--- src/rtl/lst_pkg.sv ---
`default_nettype none
package lst_pkg;

    localparam int SENSOR_COUNT  = 6;
    localparam int ERR_FRAC_BITS = 8;
    localparam int ERR_W         = 12;
    localparam int LEVEL_W       = 4;
    localparam int LIMIT_W       = 8;
    localparam int COUNT_W       = 3;
    localparam int IDX_W         = 3;
    localparam int WEIGHT_W      = 5;
    // |weight| <= 5 scaled by 2^F needs F+4 bits signed; one spare bit
    localparam int SCALED_W      = ERR_FRAC_BITS + WEIGHT_W;
    localparam int DIST_W        = SCALED_W + 1;
    localparam int CFG_IDX_W     = 2;

    localparam logic [CFG_IDX_W-1:0] CFG_LEVEL_CEILING = 2'd0;
    localparam logic [CFG_IDX_W-1:0] CFG_ON_THRESHOLD  = 2'd1;
    localparam logic [CFG_IDX_W-1:0] CFG_OFF_THRESHOLD = 2'd2;
    localparam logic [CFG_IDX_W-1:0] CFG_LOST_LIMIT    = 2'd3;

    localparam logic [LEVEL_W-1:0] RST_LEVEL_CEILING = 4'd4;
    localparam logic [LEVEL_W-1:0] RST_ON_THRESHOLD  = 4'd3;
    localparam logic [LEVEL_W-1:0] RST_OFF_THRESHOLD = 4'd1;
    localparam logic [LIMIT_W-1:0] RST_LOST_LIMIT    = 8'd10;

    localparam logic signed [WEIGHT_W-1:0] WEIGHTS [SENSOR_COUNT] =
        '{-5'sd5, -5'sd3, -5'sd1, 5'sd1, 5'sd3, 5'sd5};

    localparam logic signed [SCALED_W-1:0] ERR_HI = SCALED_W'(2047);
    localparam logic signed [SCALED_W-1:0] ERR_LO = -SCALED_W'(2048);

    typedef struct packed {
        logic [SENSOR_COUNT-1:0] filtered;
        logic [COUNT_W-1:0]      sensors_on;
        logic                    lost;
        logic                    split_line;
        logic                    wide_line;
        logic signed [ERR_W-1:0] track_error;
    } t_result;

    typedef struct packed {
        logic [LEVEL_W-1:0] ceiling;
        logic [LEVEL_W-1:0] on_thr;
        logic [LEVEL_W-1:0] off_thr;
    } t_lane_cfg;

    function automatic logic signed [SCALED_W-1:0] scale_weight(
        input logic signed [WEIGHT_W-1:0] w
    );
        logic signed [SCALED_W-1:0] ext;
        ext = {{(SCALED_W-WEIGHT_W){w[WEIGHT_W-1]}}, w};
        return ext <<< ERR_FRAC_BITS;
    endfunction

    function automatic logic signed [ERR_W-1:0] clamp_error(
        input logic signed [SCALED_W-1:0] v
    );
        logic signed [SCALED_W-1:0] c;
        if (v > ERR_HI) begin
            c = ERR_HI;
        end else if (v < ERR_LO) begin
            c = ERR_LO;
        end else begin
            c = v;
        end
        return c[ERR_W-1:0];
    endfunction

endpackage
`default_nettype wire

--- src/rtl/lst_lane.sv ---
`default_nettype none
module lst_lane
    import lst_pkg::*;
(
    input  wire logic      i_clk,
    input  wire logic      i_rst_n,
    input  wire logic      i_en,
    input  wire logic      i_raw,
    input  wire t_lane_cfg i_cfg,
    output logic           o_filtered
);

    logic [LEVEL_W-1:0] r_level;
    logic [LEVEL_W-1:0] n_level;
    logic               r_bit;
    logic               n_bit;

    always_comb begin
        n_level = r_level;
        if (i_raw) begin
            if (r_level < i_cfg.ceiling) begin
                n_level = r_level + 1'b1;
            end
        end else if (r_level != '0) begin
            n_level = r_level - 1'b1;
        end
        // on test wins where the thresholds overlap
        n_bit = r_bit;
        if (n_level >= i_cfg.on_thr) begin
            n_bit = 1'b1;
        end else if (n_level <= i_cfg.off_thr) begin
            n_bit = 1'b0;
        end
    end

    always_ff @(posedge i_clk) begin
        if (!i_rst_n) begin
            r_level <= '0;
            r_bit   <= 1'b0;
        end else if (i_en) begin
            r_level <= n_level;
            r_bit   <= n_bit;
        end
    end

    assign o_filtered = r_bit;

endmodule
`default_nettype wire

--- src/rtl/lst_merge.sv ---
`default_nettype none
module lst_merge
    import lst_pkg::*;
(
    input  wire logic                    i_clk,
    input  wire logic                    i_rst_n,
    input  wire logic                    i_en,
    input  wire logic [SENSOR_COUNT-1:0] i_mask,
    input  wire logic [LIMIT_W-1:0]      i_lost_limit,
    output t_result                      o_result
);

    logic signed [ERR_W-1:0]    r_prev_err;
    logic signed [ERR_W-1:0]    n_prev_err;
    logic [LIMIT_W-1:0]         r_empty_run;
    logic [LIMIT_W-1:0]         n_empty_run;

    logic [SENSOR_COUNT-1:0]    starts;
    logic [COUNT_W-1:0]         cnt;
    logic [COUNT_W-1:0]         run_cnt;
    logic [IDX_W-1:0]           first_idx;
    logic [IDX_W-1:0]           last_idx;
    logic [WEIGHT_W-1:0]        idx_sum;
    logic signed [WEIGHT_W-1:0] mean_w;
    logic signed [DIST_W-1:0]   prev_ext;
    logic signed [SCALED_W-1:0] scaled [SENSOR_COUNT];
    logic signed [DIST_W-1:0]   diff   [SENSOR_COUNT];
    logic [DIST_W-1:0]          gap    [SENSOR_COUNT];
    logic                       found;
    logic [DIST_W-1:0]          best_dist;
    logic signed [SCALED_W-1:0] best_w;
    logic signed [ERR_W-1:0]    err;
    logic                       split;

    // a run starts at a set bit whose lower neighbor is clear
    assign starts = i_mask & ~{i_mask[SENSOR_COUNT-2:0], 1'b0};
    assign prev_ext = {{(DIST_W-ERR_W){r_prev_err[ERR_W-1]}}, r_prev_err};

    always_comb begin
        cnt       = '0;
        run_cnt   = '0;
        first_idx = '0;
        last_idx  = '0;
        for (int i = 0; i < SENSOR_COUNT; i++) begin
            cnt     = cnt + COUNT_W'(i_mask[i]);
            run_cnt = run_cnt + COUNT_W'(starts[i]);
            if (i_mask[i]) begin
                last_idx = IDX_W'(i);
            end
        end
        for (int i = SENSOR_COUNT - 1; i >= 0; i--) begin
            if (i_mask[i]) begin
                first_idx = IDX_W'(i);
            end
        end
    end

    // weights are 2i-5, so the mean over one run is first+last-5 exactly
    assign idx_sum = {2'b00, first_idx} + {2'b00, last_idx};
    assign mean_w  = $signed(idx_sum - WEIGHT_W'(5));
    assign split   = run_cnt >= COUNT_W'(2);

    always_comb begin
        found     = 1'b0;
        best_dist = '0;
        best_w    = '0;
        for (int i = 0; i < SENSOR_COUNT; i++) begin
            scaled[i] = scale_weight(WEIGHTS[i]);
            diff[i]   = {scaled[i][SCALED_W-1], scaled[i]} - prev_ext;
            gap[i]    = diff[i][DIST_W-1] ? DIST_W'(-diff[i]) : DIST_W'(diff[i]);
            // strict compare keeps the lowest index on ties
            if (i_mask[i] && (!found || gap[i] < best_dist)) begin
                found     = 1'b1;
                best_dist = gap[i];
                best_w    = scaled[i];
            end
        end
    end

    always_comb begin
        n_prev_err  = r_prev_err;
        n_empty_run = r_empty_run;
        o_result.filtered   = i_mask;
        o_result.sensors_on = cnt;
        o_result.lost       = 1'b0;
        o_result.split_line = 1'b0;
        o_result.wide_line  = 1'b0;
        err = r_prev_err;
        if (cnt == '0) begin
            if (r_empty_run < i_lost_limit) begin
                n_empty_run = r_empty_run + 1'b1;
            end
            o_result.lost = n_empty_run >= i_lost_limit;
        end else begin
            n_empty_run         = '0;
            o_result.split_line = split;
            o_result.wide_line  = cnt >= COUNT_W'(4);
            if (split) begin
                err = clamp_error(best_w);
            end else begin
                err = clamp_error(scale_weight(mean_w));
            end
            n_prev_err = err;
        end
        o_result.track_error = err;
    end

    always_ff @(posedge i_clk) begin
        if (!i_rst_n) begin
            r_prev_err  <= '0;
            r_empty_run <= RST_LOST_LIMIT;
        end else if (i_en) begin
            r_prev_err  <= n_prev_err;
            r_empty_run <= n_empty_run;
        end
    end

endmodule
`default_nettype wire

--- src/rtl/line_sensor_tracking_error.sv ---
// A sample accepted while not stalled updates the six filter lanes; the merge stage
// then fills the output register once that register is empty or not stalled.
// No new sample is taken until that handoff: o_stall stays high while one is held.
// Reset (i_rst_n low, synchronous): levels and held bits cleared, lost run set to its
// limit of 10, configuration registers to 4/3/1/10, output register empty.
`default_nettype none
module line_sensor_tracking_error
    import lst_pkg::*;
(
    input  wire logic                    i_clk,
    input  wire logic                    i_rst_n,
    input  wire logic                    i_valid,
    output logic                         o_stall,
    input  wire logic [SENSOR_COUNT-1:0] i_raw_sensors,
    output logic                         o_valid,
    input  wire logic                    i_stall,
    output logic [SENSOR_COUNT-1:0]      o_filtered_sensors,
    output logic [COUNT_W-1:0]           o_sensors_on,
    output logic                         o_line_lost,
    output logic                         o_split_line,
    output logic                         o_wide_line,
    output logic signed [ERR_W-1:0]      o_track_error,
    input  wire logic                    i_cfg_valid,
    output logic                         o_cfg_ready,
    input  wire logic [CFG_IDX_W-1:0]    i_cfg_index,
    input  wire logic [LIMIT_W-1:0]      i_cfg_data
);

    t_lane_cfg               r_lane_cfg;
    logic [LIMIT_W-1:0]      r_lost_limit;
    logic                    r_busy;
    logic                    r_out_valid;
    t_result                 r_out;
    t_result                 merged;
    logic [SENSOR_COUNT-1:0] mask;
    logic                    in_take;
    logic                    merge_go;

    assign o_cfg_ready = 1'b1;
    assign o_stall     = r_busy;
    assign in_take     = i_valid && !r_busy;
    assign merge_go    = r_busy && (!r_out_valid || !i_stall);

    always_ff @(posedge i_clk) begin
        if (!i_rst_n) begin
            r_lane_cfg.ceiling <= RST_LEVEL_CEILING;
            r_lane_cfg.on_thr  <= RST_ON_THRESHOLD;
            r_lane_cfg.off_thr <= RST_OFF_THRESHOLD;
            r_lost_limit       <= RST_LOST_LIMIT;
        end else if (i_cfg_valid) begin
            case (i_cfg_index)
                CFG_LEVEL_CEILING: r_lane_cfg.ceiling <= i_cfg_data[LEVEL_W-1:0];
                CFG_ON_THRESHOLD:  r_lane_cfg.on_thr  <= i_cfg_data[LEVEL_W-1:0];
                CFG_OFF_THRESHOLD: r_lane_cfg.off_thr <= i_cfg_data[LEVEL_W-1:0];
                CFG_LOST_LIMIT:    r_lost_limit       <= i_cfg_data;
                default: ;
            endcase
        end
    end

    for (genvar g = 0; g < SENSOR_COUNT; g++) begin : g_lane
        lst_lane u_lane (
            .i_clk      (i_clk),
            .i_rst_n    (i_rst_n),
            .i_en       (in_take),
            .i_raw      (i_raw_sensors[g]),
            .i_cfg      (r_lane_cfg),
            .o_filtered (mask[g])
        );
    end

    lst_merge u_merge (
        .i_clk        (i_clk),
        .i_rst_n      (i_rst_n),
        .i_en         (merge_go),
        .i_mask       (mask),
        .i_lost_limit (r_lost_limit),
        .o_result     (merged)
    );

    always_ff @(posedge i_clk) begin
        if (!i_rst_n) begin
            r_busy      <= 1'b0;
            r_out_valid <= 1'b0;
        end else begin
            // hold busy until the merge stage hands the item to the output
            if (in_take) begin
                r_busy <= 1'b1;
            end else if (merge_go) begin
                r_busy <= 1'b0;
            end
            if (merge_go) begin
                r_out_valid <= 1'b1;
            end else if (!i_stall) begin
                r_out_valid <= 1'b0;
            end
        end
    end

    always_ff @(posedge i_clk) begin
        if (merge_go) begin
            r_out <= merged;
        end
    end

    assign o_valid            = r_out_valid;
    assign o_filtered_sensors = r_out.filtered;
    assign o_sensors_on       = r_out.sensors_on;
    assign o_line_lost        = r_out.lost;
    assign o_split_line       = r_out.split_line;
    assign o_wide_line        = r_out.wide_line;
    assign o_track_error      = r_out.track_error;

endmodule
`default_nettype wire

--- config.mk ---
export PLATFORM = sky130hd
export DESIGN_NAME = line_sensor_tracking_error
export DESIGN_NICKNAME = d
export VERILOG_FILES = /design/src/rtl/lst_pkg.sv /design/src/rtl/lst_lane.sv /design/src/rtl/lst_merge.sv /design/src/rtl/line_sensor_tracking_error.sv
export SDC_FILE = /design/constraint.sdc
export NUM_CORES = 1
export LEC_CHECK = 0
export BUFFER_PORTS_ARGS = -buffer_cell sky130_fd_sc_hd__buf_2
export CORE_ASPECT_RATIO = 1.75
export CORE_MARGIN = 8
export CORE_UTILIZATION = 64
export CTS_CLUSTER_SIZE = 28
export DETAILED_ROUTE_END_ITERATION = 10
export PLACE_DENSITY = 0.88
export SLEW_MARGIN = 20
export SYNTH_ARGS = -nofsm -noshare
export SYNTH_HDL_FRONTEND = slang
export SYNTH_SLANG_ARGS = --single-unit
--- constraint.sdc ---
create_clock -name i_clk -period 12.2 [get_ports i_clk]
set_input_delay 2.44 -clock i_clk [delete_from_list [all_inputs] [get_ports i_clk]]
set_output_delay 2.44 -clock i_clk [all_outputs]
set_load 0.02 [all_outputs]
==> flow_summary.rst <==
.. list-table::
   :header-rows: 1

   * - Metric
     - Value
   * - IR drop worst, VDD
     - 0.000105 V
   * - Minimum clock period
     - ~12 ns
   * - Sink Count
     - 96
   * - Count of pins over their slew limit
     - 0
   * - Final HPWL DP
     - 25.6 mm
   * - Share of cells above drive strength 1
     - 11.2%
   * - Max Clock Freq
     - 86.5 MHz
   * - Finish-stage setup viols
     - 0
   * - Worst R2R Path Depth
     - 46
   * - Area fraction of the dominant cell type after synthesis
     - 19.4%
   * - Hold Vio Cnt, Final
     - 0
   * - Total track usage
     - a little under a third
   * - Remaining routing DRC violations
     - 0
   * - Horiz. Die Dim
     - 115 um
   * - Total power per unit cell area
     - between 200 and 250 nW/um2
   * - Port buffer count
     - 46
   * - Avg Cell Area, Syn
     - 8.05 um2
   * - Filler Cells Inserted
     - ~1400
   * - Cell leakage power
     - 5.34 nW
   * - Number of antenna repair diodes
     - 0
   * - Area contributors post-synth
     - sky130_fd_sc_hd__ha_1, sky130_fd_sc_hd__dfxtp_1, sky130_fd_sc_hd__edfxtp_1, sky130_fd_sc_hd__xnor2_1, sky130_fd_sc_hd__a21oi_1
   * - Async SR Flop Fraction
     - 0%
   * - Fin worst setup slack
     - about 0.63 ns
   * - WL final
     - around 33 mm
   * - Starting DRT DRC Count
     - 780
   * - Post-DRT Antenna Nets
     - 0
   * - Via count
     - between 10000 and 15000
   * - Number of nets in the layout
     - ~1600
   * - Routability congestion estimate from global placement
     - 1.07
   * - Worst rel slew slack
     - 38.1%
   * - Critical Path Slowest Stage Cell
     - sky130_fd_sc_hd__or4_4
   * - Critical Path Source
     - u_merge.r_prev_err[2]$_SDFFE_PN0P_
   * - Classification of the worst-slack hold path
     - register to register
   * - Final cell count without fillers
     - 1643
   * - Share of the cycle needed by the critical path after routing
     - 94.8%
   * - Latest clock arrival within the worst-skew pair
     - 0.36 ns
   * - Cell chosen for the clock root
     - sky130_fd_sc_hd__clkbuf_16
   * - Floorplan die area
     - around 22000 um2
   * - Post-synthesis to final-layout area growth
     - 9.39%
   * - DP Cell Count
     - 1616
   * - Number of buffers added by the clock tree synthesis step
     - 9
   * - Tightest Pin Transition
     - 0.927 ns
   * - CP max stage delay
     - about 0.67 ns
   * - Via count of the first global-routing pass
     - 10800
   * - Number of detailed-routing iterations run before antenna repair
     - 6
   * - Synthesized cell area
     - 10900 um2
   * - Number of synthesized register bits
     - 96
   * - Crit path capture type
     - register
   * - Library cells used by synthesis
     - 94
   * - Setup crit start kind
     - register
   * - Core box area
     - 16800 um2
   * - Max-cap violation count
     - 0
   * - Global-route wire length before repair
     - around 53 mm
   * - Critical hold path startpoint
     - r_lost_limit[6]$_SDFFE_PN0P_
   * - Wire per inst
     - ~20 um
   * - Setup clock skew after layout
     - 0.00670 ns
   * - Dominant cell by count in the synthesized netlist
     - sky130_fd_sc_hd__ha_1
   * - Number of synthesized flops with an enable pin
     - 24
   * - Data arrival time at the worst-slack endpoint
     - 11.84 ns
   * - Run status
     - finished clean
   * - Critical setup path kind
     - register to register
   * - Starting density of the core
     - 64.8%
   * - Pre-CTS setup slack
     - -0.219 ns
   * - Antenna violations before repair
     - 0
   * - Largest net degree at the start of global routing
     - 37
   * - Most frequent cells after synthesis
     - sky130_fd_sc_hd__ha_1, sky130_fd_sc_hd__nand2_1, sky130_fd_sc_hd__nor2_1, sky130_fd_sc_hd__a21oi_1, sky130_fd_sc_hd__o21ai_0
   * - Core Rows
     - 63
   * - I/O pin cnt
     - 48
   * - Number of hold-repair buffers added at the cts stage
     - 0
   * - Count of yosys warnings during synthesis
     - 0
   * - Beginning of the worst register-to-register path
     - u_merge.r_prev_err[2]$_SDFFE_PN0P_
   * - Portion of the post-synthesis area used by sequential elements
     - 19.9%
   * - Height of the die
     - around 190 um
   * - CTS tree
     - done
   * - Global route total overflow
     - 0
   * - Dominant synthesized flop cell
     - sky130_fd_sc_hd__dfxtp_1
   * - Dominant cell type by area after synthesis
     - sky130_fd_sc_hd__ha_1
   * - Hold Path Stages
     - 2
   * - Clock-pin slew of the registers on the worst-case setup and hold paths
     - 0.07 ns
   * - Buffers from clock root to sink, at most
     - 2
   * - Max H-tree Level
     - 3
   * - Crit Path Max Fanout
     - 14
   * - Ratio of routed vias to standard cells
     - 6.48
   * - Required time reported for the critical path endpoint
     - approximately 12 ns
   * - Synthesized instance count
     - 1352
==> kinds of logic (layout without fill, tap and decap cells) <==
logic type      after synthesis  count (layout)  share of synthesized area (%)
flops                        96              96                           19.9
compound gates              386             386                           24.1
xor+xnor                     78              78                           6.49
fa+ha+maj                   177             177                           20.8
mux                          29              29                           2.74
simple gates                461             461                           21.4
buf+inv                     123             168                           4.47
other cells                   2              21                         0.0690
==> final cells by class <==
type | count | area [um2] | area share, %
clock buffer | 9 | 225 | 1.89
timing repair buffer | 88 | 558 | 4.69
tap | 227 | 284 | 2.39
inverter | 64 | 240 | 2.02
clock inverter | 7 | 61.3 | 0.515
sequential | 96 | 2160 | 18.2
multi-input combinational | 1152 | 8370 | 70.3
==> repair_timing <==
action / in CTS / in global routing
setup buffers: 2 / 9
pin swaps: 1 / 3
setup endpoints to repair: 5 / 6
cloned: 0 / 0
resized for setup: 2 / 12
==> worst max-delay path, delay by kind of cell (launching register included) <==
kind	cells	cell delay (ns)
xor gates and xnor gates	1	0.25
muxes	2	0.48
adders and majority gates	5	1.50
and+or+nand+nor	9	2.54
buffers and inverters	4	0.49
DFF	1	0.48
AOI/OAI and AO/OA	25	5.74
==> final timing paths <==
| kind | endpoint | slack [ns] |
|---|---|---|
| worst max-delay path | u_merge.r_prev_err[11]$_SDFFE_PN0P_ | 0.63 |
| worst max register to register | u_merge.r_prev_err[11]$_SDFFE_PN0P_ | 0.63 |
| worst min register to register | r_lost_limit[6]$_SDFFE_PN0P_ | 0.46 |
| worst min-delay path | r_lost_limit[6]$_SDFFE_PN0P_ | 0.46 |
==> placed cells by master, fill, tap and decap left out, types with 19 or more instances in the layout <==
master / Yosys / final
sky130_fd_sc_hd__nand2b_1: 52 / 52
sky130_fd_sc_hd__conb_1: 2 / 21
sky130_fd_sc_hd__nor2b_1: 32 / 31
sky130_fd_sc_hd__o21ai_0: 74 / 74
sky130_fd_sc_hd__ha_1: 169 / 169
sky130_fd_sc_hd__nor2_1: 114 / 114
sky130_fd_sc_hd__xnor2_1: 71 / 71
sky130_fd_sc_hd__buf_4: 1 / 41
sky130_fd_sc_hd__buf_2: 5 / 46
sky130_fd_sc_hd__a21oi_1: 111 / 111
sky130_fd_sc_hd__nand2_1: 132 / 132
sky130_fd_sc_hd__mux2i_1: 23 / 23
sky130_fd_sc_hd__edfxtp_1: 24 / 24
sky130_fd_sc_hd__a21o_1: 55 / 55
sky130_fd_sc_hd__nand3_1: 19 / 19
sky130_fd_sc_hd__inv_1: 60 / 60
sky130_fd_sc_hd__dfxtp_1: 72 / 72
==> sequential cells by signal, indices dropped and copies added (netlist names) <==
signal and count:
o_stall 1, o_track_error 12, o_valid 1, u_merge.r_empty_run 8, r_lost_limit 8, o_filtered_sensors 6
o_split_line 1, u_merge.r_prev_err 12, r_lane_cfg 12, o_wide_line 1, g_lane.u_lane.r_level 24, o_line_lost 1
g_lane.u_lane.o_filtered 6, o_sensors_on 3
==> power by group <==
part / leakage (nW) / switching [W] / total (W) / internal [W]
Combinational: 4.37 / 0.00113 / 0.00189 / 0.000757
Clock: 0.141 / 0.000140 / 0.000283 / 0.000143
Sequential: 0.822 / 0.0000504 / 0.000426 / 0.000375
Total: 5.34 / 0.00132 / 0.00260 / 0.00128
==> metal layers <==
layer / vias to the layer above / global-route usage, % / routed length (um)
li1: 5016 / - / -
met1: 5015 / 29.2 / 11400
met2: 430 / 57.6 / 17400
met3: 181 / 4.13 / 1400
met4: 0 / 26.8 / 2960
met5: - / 0 / 0
==> metrics by stage <==
step                area, um2  TNS, ns  hold WS [ns]  total power [W]  util, %
global placement        11500        0         0.445          0.00216     68.3
finish                  11900        0         0.461          0.00260     70.9
detailed placement      11500   -0.496         0.453          0.00222     68.3
CTS                     11800        0         0.463          0.00251     70.2
floorplan               10900        0         0.406          0.00173        -
global route            11900   -0.107         0.488          0.00282     70.9
Power figures use the tool's default switching activity.
